$ cat config.mk
export PLATFORM = sky130hd
export DESIGN_NAME = phl_ctrl
export DESIGN_NICKNAME = d
export VERILOG_FILES = /design/src/phl_pkg.sv /design/src/phl_ctrl.sv
export SDC_FILE = /design/constraint.sdc
export NUM_CORES = 1
export LEC_CHECK = 0
export ABC_AREA = 1
export CAP_MARGIN = 20
export CORE_AREA = 5 5 42 44
export DETAILED_ROUTE_END_ITERATION = 12
export DIE_AREA = 0 0 47 49
export DONT_BUFFER_PORTS = 1
export PLACE_DENSITY = 0.32
export SLEW_MARGIN = 25
export SYNTH_ARGS = -nofsm -noshare
export SYNTH_HDL_FRONTEND = slang
export SYNTH_SLANG_ARGS = --single-unit
$ cat constraint.sdc
create_clock -name clk -period 1.4 [get_ports clk]
set_input_delay 0.28 -clock clk [delete_from_list [all_inputs] [get_ports clk]]
set_output_delay 0.28 -clock clk [all_outputs]
set_load 0.01 [all_outputs]
$ cat src/phl_pkg.sv
// Shared types and constants of the per-thread load histogram.
package phl_pkg;

	// Fixed field widths
	localparam int KEY_W    = 64;
	localparam int LOAD_W   = 16;
	localparam int COUNT_W  = 32;
	localparam int SUM_W    = 40;
	localparam int BIN_W    = 6;
	localparam int SLOT_W   = 5;

	// Histogram layout: 50 two-percent bins plus the idle bin
	localparam int BIN_TOTAL = 51;
	localparam logic [BIN_W-1:0] IDLE_BIN = 6'd50;
	localparam logic [BIN_W-1:0] NO_BIN   = 6'd51;
	localparam int PCT_PER_BIN   = 2;
	localparam int MAX_WHOLE_PCT = 99;
	localparam int LOW_START_PCT = 101;

	// Saturation limits
	localparam logic [COUNT_W-1:0] COUNT_MAX = '1;
	localparam logic [SUM_W-1:0]   SUM_MAX   = '1;

	// Request codes
	localparam logic [1:0] REQ_SAMPLE = 2'd0;
	localparam logic [1:0] REQ_READ   = 2'd1;
	localparam logic [1:0] REQ_CLEAR  = 2'd2;
	localparam logic [1:0] REQ_NONE   = 2'd3;

	// Per-entry statistics, one word of the stats memory
	typedef struct packed {
		logic [COUNT_W-1:0] samples;
		logic [COUNT_W-1:0] busy;
		logic [SUM_W-1:0]   sum;
		logic [LOAD_W-1:0]  low;
		logic [LOAD_W-1:0]  high;
	} stats_t;

	typedef enum logic [2:0] {
		ST_IDLE,
		ST_LOOKUP,
		ST_RESOLVE,
		ST_SWEEP,
		ST_READ,
		ST_UPDATE
	} state_t;

	// Which result the datapath presents
	typedef enum logic [1:0] {
		EMIT_EMPTY,
		EMIT_DROP,
		EMIT_ENTRY
	} emit_t;

	// Controller to datapath
	typedef struct packed {
		logic  capture;
		logic  hit_capture;
		logic  clear_used;
		logic  slot_capture;
		logic  insert;
		logic  sweep;
		logic  read;
		logic  update;
		logic  emit;
		emit_t emit_kind;
	} cmd_t;

	// Datapath to controller
	typedef struct packed {
		logic [1:0] req;
		logic       hit_any;
		logic       free_any;
		logic       sweep_last;
	} sts_t;

	function automatic logic [COUNT_W-1:0] sat_inc(input logic [COUNT_W-1:0] v);
		return (v == COUNT_MAX) ? v : v + 1'b1;
	endfunction

endpackage

$ cat src/phl_ctrl.sv
// Controller state machine of the per-thread load histogram.
module phl_ctrl (
	input  logic          clk,
	input  logic          arst_n,
	input  logic          start,
	input  phl_pkg::sts_t sts,
	output phl_pkg::cmd_t cmd,
	output logic          busy
);

	import phl_pkg::*;

	state_t state_q;
	state_t state_next;

	// State register
	always_ff @(posedge clk or negedge arst_n) begin
		if (!arst_n) begin
			state_q <= ST_IDLE;
		end else begin
			state_q <= state_next;
		end
	end

	// Next state and commands
	always_comb begin
		state_next = state_q;
		cmd = '0;
		cmd.emit_kind = EMIT_EMPTY;
		unique case (state_q)
			ST_IDLE: begin
				if (start) begin
					cmd.capture = 1'b1;
					state_next = ST_LOOKUP;
				end
			end
			ST_LOOKUP: begin
				if (sts.req == REQ_CLEAR || sts.req == REQ_NONE) begin
					cmd.clear_used = (sts.req == REQ_CLEAR);
					cmd.emit = 1'b1;
					cmd.emit_kind = EMIT_EMPTY;
					state_next = ST_IDLE;
				end else begin
					cmd.hit_capture = 1'b1;
					state_next = ST_RESOLVE;
				end
			end
			ST_RESOLVE: begin
				cmd.slot_capture = 1'b1;
				if (sts.hit_any) begin
					state_next = ST_READ;
				end else if (sts.req == REQ_READ || !sts.free_any) begin
					// read miss or table full
					cmd.emit = 1'b1;
					cmd.emit_kind = EMIT_DROP;
					state_next = ST_IDLE;
				end else begin
					cmd.insert = 1'b1;
					state_next = ST_SWEEP;
				end
			end
			ST_SWEEP: begin
				cmd.sweep = 1'b1;
				if (sts.sweep_last) begin
					state_next = ST_READ;
				end
			end
			ST_READ: begin
				cmd.read = 1'b1;
				state_next = ST_UPDATE;
			end
			ST_UPDATE: begin
				cmd.update = 1'b1;
				cmd.emit = 1'b1;
				cmd.emit_kind = EMIT_ENTRY;
				state_next = ST_IDLE;
			end
			default: begin
				state_next = ST_IDLE;
			end
		endcase
	end

	assign busy = (state_q != ST_IDLE);

`ifndef NO_ASSERTIONS
	// A new entry is only made for a sample whose thread missed
	a_insert_on_miss: assert property (@(posedge clk) disable iff (!arst_n)
		cmd.insert |-> (!sts.hit_any && sts.req == REQ_SAMPLE && sts.free_any))
		else $error("insert without a sample miss");

	// The bin row sweep is followed by the stats read
	a_sweep_exit: assert property (@(posedge clk) disable iff (!arst_n)
		(state_q == ST_SWEEP && sts.sweep_last) |=> (state_q == ST_READ))
		else $error("sweep did not hand over to read");

	// A request is taken only while idle
	a_capture_idle: assert property (@(posedge clk) disable iff (!arst_n)
		cmd.capture |=> (state_q == ST_LOOKUP && $past(state_q) == ST_IDLE))
		else $error("capture outside idle");
`endif

endmodule

# Word-level counts from Yosys, hierarchy flattened
# Index checks and enable logic that the tools add are counted.
# Widths: inputs -> output; s select.
# totals
regBits	3
inputBits	8
out_inout_bits	12
# classes
n_eq_ne	10
muxes	21
reduce_logical	6
# ops
cell	n
$mux 3	6
$pmux 3 s5	1
$mux 1	9
$pmux 3 s3	1
$mux 2	4
$eq 3x2->1 const B	2
$eq 3x3->1 const B	2
$eq 2x2->1 const B	2
$ne 2x2->1 const B	2
$eq 3x1->1 const B	1
$logic_not 3->1	1
$reduce_bool 3->1	1
$eq 2x1->1 const B	1
$logic_or 1x1->1	2
$reduce_and 2->1	1
$logic_not 1->1	1

# Logic depth before layout (Yosys ltp)
# logic_depth
word_depth	5
ltp_mapped	8

# Worst setup path before layout
# Ideal clock, no wire load.
# synth_timing
path_kind	register -> output
start	register state_q[0]
end	output cmd[2] in the netlist's numbering
t_arrival_ns	1.007
setup_slack_ns	0.113
stages_incl_launch_ff	4
path_cell_list	dfrtp_1 inv_2 nand3_1 o31ai_1
# synth_rtl
item	line_no	source
start: declaration	phl_ctrl.sv:13	state_t state_q;
start signal: assignment	phl_ctrl.sv:21	state_q <= state_next;
end: declaration	phl_ctrl.sv:7	output phl_pkg::cmd_t cmd,

==> impl_results.rst <==
.. list-table::
   :header-rows: 1

   * - Metric
     - Value
   * - Post-synthesis sequential area ratio
     - 28.6%
   * - Met2 Routed Length
     - 441 um
   * - Number of diodes added for antenna fixing
     - 0
   * - Register containing the most flip-flops in the final layout
     - state_q
   * - Synthesized net count
     - 50
   * - Design Area, Final
     - 473 um^2
   * - Number of filler cells placed in the layout
     - 165
   * - Final setup fails
     - 3
   * - Most common cell in the synthesized netlist
     - sky130_fd_sc_hd__inv_1
   * - Wire length the detailed router placed on met1
     - 328 um
   * - Core area
     - 1400 um^2
   * - Comb pwr share
     - 70.6%
   * - Category of the critical setup timing path
     - reg -> out
   * - Crit. End Element
     - output pin
   * - Worst Tran Pin Value
     - 0.421 ns
   * - Source of the worst register-to-register timing path
     - state_q[2]
   * - Number of detailed-route iterations in the first pass
     - 2
   * - Routability Congestion
     - 0.865
   * - PwrDens
     - 2340 nW/um^2
   * - Critical-path maximum fanout
     - 4
   * - Count of state elements after synthesis
     - 3
   * - Top_reg_cell synth
     - sky130_fd_sc_hd__dfrtp_1
   * - Capturing point of the worst reg2reg path
     - state_q[0]
   * - Relative slew slack
     - 71.9%
   * - Setup repair after global routing missed its margin
     - true
   * - Avg Vias per Cell
     - 4.34
   * - Registers with the most flip-flops
     - state_q (3)
   * - Sw Ratio
     - 47.1%
   * - Synth warnings
     - 0
   * - Nets
     - 67
   * - IO Port Bufs
     - 0
   * - FMAX
     - 0.695 GHz
   * - Post-synthesis share of cell area spent on xor and xnor gates
     - 0%
   * - Compound-Gate Fraction of Synth Area
     - 12.4%
   * - Post-synthesis cell area
     - 263 um^2
   * - Clock tree sinks
     - 3
   * - Cell area after placement
     - 358 um^2
   * - Number of routed nets with antenna violations
     - 0
   * - Initial core utilization
     - 18.8%
   * - Maximum buffer depth of the clock tree
     - 2
   * - Critical path endpoint
     - cmd[2]
   * - Proportion of synthesized area in mux cells
     - 0%
   * - DRC errors left
     - 0
   * - CP max-delay cell
     - sky130_fd_sc_hd__dfrtp_1
   * - CTS tree
     - done
   * - Combinational family with the most area after synthesis
     - simple AND/OR/NAND/NOR gates
   * - Final Hold Violating Endpoints
     - 0
   * - Cell internal power dissipation
     - 586 uW
   * - Worst path max stage delay
     - 0.38 ns
   * - Hold WS
     - 0.264 ns
   * - Clock-pin slew of the registers on the worst-case setup and hold paths
     - 0.04 ns
   * - Lkg Pwr
     - 0.232 nW
   * - Number of global-route vias before repair
     - 351
   * - Vias after detailed routing
     - 321
   * - Topmost layer with routed signal wires
     - met3
   * - Cell row count
     - 14
   * - Final worst slack
     - -0.0396 ns
   * - Cells after synthesis
     - 42
   * - Largest cells by area after synthesis
     - sky130_fd_sc_hd__dfrtp_1, sky130_fd_sc_hd__inv_1, sky130_fd_sc_hd__nor3_1
   * - Data required, critical path
     - 1.12 ns
   * - Avg Synthesized Cell Area
     - 6.26 um^2
   * - EDFF count, synth
     - 0
   * - Top cell type by total area after synthesis
     - sky130_fd_sc_hd__dfrtp_1
   * - Synth Area in Adders
     - 0%
   * - Hpwl dp
     - 712 um
   * - Detail-routed net length per standard cell
     - 11.5 um
   * - Wire length of the first global-routing pass
     - 1.48 mm
   * - Share of post-route cells with drive strength above 1
     - 51.7%
   * - Post-route minimum period
     - 1.44 ns
   * - Number of clock buffers inserted by TritonCTS
     - 3
   * - Max capacitance violation total
     - 0
   * - Fin crit share
     - 103%
   * - Die Area
     - 2300 um^2
   * - Maximum number of pins on one net before global-route repair
     - 7
   * - Share of total power in the clock network
     - 13.3%
   * - Floorplan die height
     - 49 um
   * - Critical path startpoint
     - state_q[2]
   * - H-tree depth reported by CTS
     - 1
   * - Violated checks
     - setup timing
   * - CP Cell Sequence
     - inv_2, nand3_4, o31ai_4, buf_6
   * - Proportion of synthesized flip-flops having asynchronous set or reset
     - 100%
   * - Synthesis-to-finish area growth
     - 80.0%
   * - Gr usage total
     - 8.46%
   * - Largest register FFs
     - 3
   * - Detailed route wirelength on metal3
     - 81 um
   * - Worst skew pair latency
     - 0.23 ns
   * - Share of the synthesized area in the top cell type
     - 28.6%
   * - Maximum clock skew at final layout
     - 0.000679 ns
   * - Share of total power in sequential cells
     - 16.1%
   * - Most instantiated cells after synthesis
     - sky130_fd_sc_hd__inv_1, sky130_fd_sc_hd__nand2_1, sky130_fd_sc_hd__nor2_1
   * - Cell chosen for the clock root
     - sky130_fd_sc_hd__clkbuf_4
   * - Final-report max-slew violation count
     - 0
   * - Overflow left after global routing
     - 0
   * - P_sw
     - 522 uW
   * - Die Wd
     - 47 um
   * - Starting DRT DRC Count
     - 2
   * - Antenna violations before repair
     - 0
   * - Top Ports
     - 20
   * - Number of distinct standard cells referenced by the synthesized netlist
     - 15
   * - Category of the worst setup path launch point
     - flip-flop
   * - Final WL
     - 850 um
   * - Hold Path Class
     - in -> reg
   * - Arr. time, crit path
     - 1.16 ns
   * - FF-to-FF setup slack
     - 0.14 ns
   * - Number of cells on the worst reg-to-reg path
     - 9
   * - Basic-gate share of the synthesized area counting and, or, nand and nor cells
     - 46.2%
   * - Worst voltage drop across the vdd grid
     - 833 uV
   * - Run status
     - complete, but fails checks
   * - Post-layout utilization of the core
     - 33.8%
layer usage:
| layer | global-route usage, % | vias up |
|---|---|---|
| met4 | 4.15 | 0 |
| li1 | - | 165 |
| met2 | 13.3 | 13 |
| met5 | 0 | - |
| met3 | 1.85 | 0 |
| met1 | 10.4 | 143 |
worst min path at each step:
stage | startpoint | end | slack (ns) | cells past startpoint
after floorplan | arst_n | state_q[0] | -0.02 | 0
after detailed placement | arst_n | state_q[2] | -0.02 | 0
after CTS | sts[0] | state_q[0] | 0.27 | 3
after global placement | arst_n | state_q[2] | -0.02 | 0
final | sts[0] | state_q[0] | 0.26 | 3
after global routing | sts[0] | state_q[0] | 0.28 | 3
worst max-delay path: cells and delay by family, from the launching register on:
kind / cells / cell delay, ns
AND/OR/NAND/NOR: 1 / 0.10
flip-flops: 1 / 0.38
AO/OA/AOI/OAI: 1 / 0.24
buffers and inverters: 2 / 0.22
cells in the final DEF (no fill, tap or decap), types with 2 or more instances in the layout:
master | Yosys | final
sky130_fd_sc_hd__nand2_1 | 6 | 6
sky130_fd_sc_hd__nor2_2 | 0 | 2
sky130_fd_sc_hd__inv_2 | 2 | 3
sky130_fd_sc_hd__nor2_1 | 6 | 4
sky130_fd_sc_hd__nand2_2 | 2 | 2
sky130_fd_sc_hd__nor3_2 | 0 | 3
sky130_fd_sc_hd__nand3_1 | 4 | 2
sky130_fd_sc_hd__dfrtp_1 | 3 | 2
sky130_fd_sc_hd__inv_1 | 7 | 6
sky130_fd_sc_hd__clkbuf_4 | 0 | 3
sky130_fd_sc_hd__buf_6 | 0 | 2
sky130_fd_sc_hd__buf_4 | 0 | 9
kinds of logic after synthesis:
group | after synthesis
compound gates | 5
buf+inv | 9
flops | 3
simple gates | 25
stage by stage:
step           worst slack [ns]  TNS, ns  cells  power (mW)
2_1_floorplan             0.113        0     42       0.526
3_3_place_gp              0.139        0     68       0.798
3_5_place_dp             0.0841        0     68       0.801
4_1_cts                 -0.0728   -0.159     74        1.07
5_1_grt                  -0.114   -0.533     74        1.22
6_report                -0.0396  -0.0750     74        1.11
what timing repair did:
| item | in CTS | in global routing |
|---|---|---|
| buffers inserted | 1 | 0 |
| endpoints found under the hold margin | 3 | 0 |
| gates resized for setup | 9 | 8 |
| hold buffers | 1 | 0 |
| endpoints found under the setup margin | 7 | 10 |
| pin swaps | 4 | 1 |
area by class of cell:
type	instances	area, um^2	area share [%]
inverter	9	33.8	7.14
sequential	3	76.3	16.1
clock buffer	4	26.3	5.56
tap	16	20.0	4.23
multi-input combinational	30	216	45.8
timing repair buffer	12	100	21.2
power by group through the flow:
stage | combinational [mW] | sequential, mW | clock (mW)
after floorplan | 0.354 | 0.172 | 0
after global placement | 0.626 | 0.171 | 0
after detailed placement | 0.628 | 0.173 | 0
after CTS | 0.734 | 0.179 | 0.157
after global routing | 0.863 | 0.189 | 0.165
final | 0.782 | 0.178 | 0.147
(Power assumes the default switching activity.)
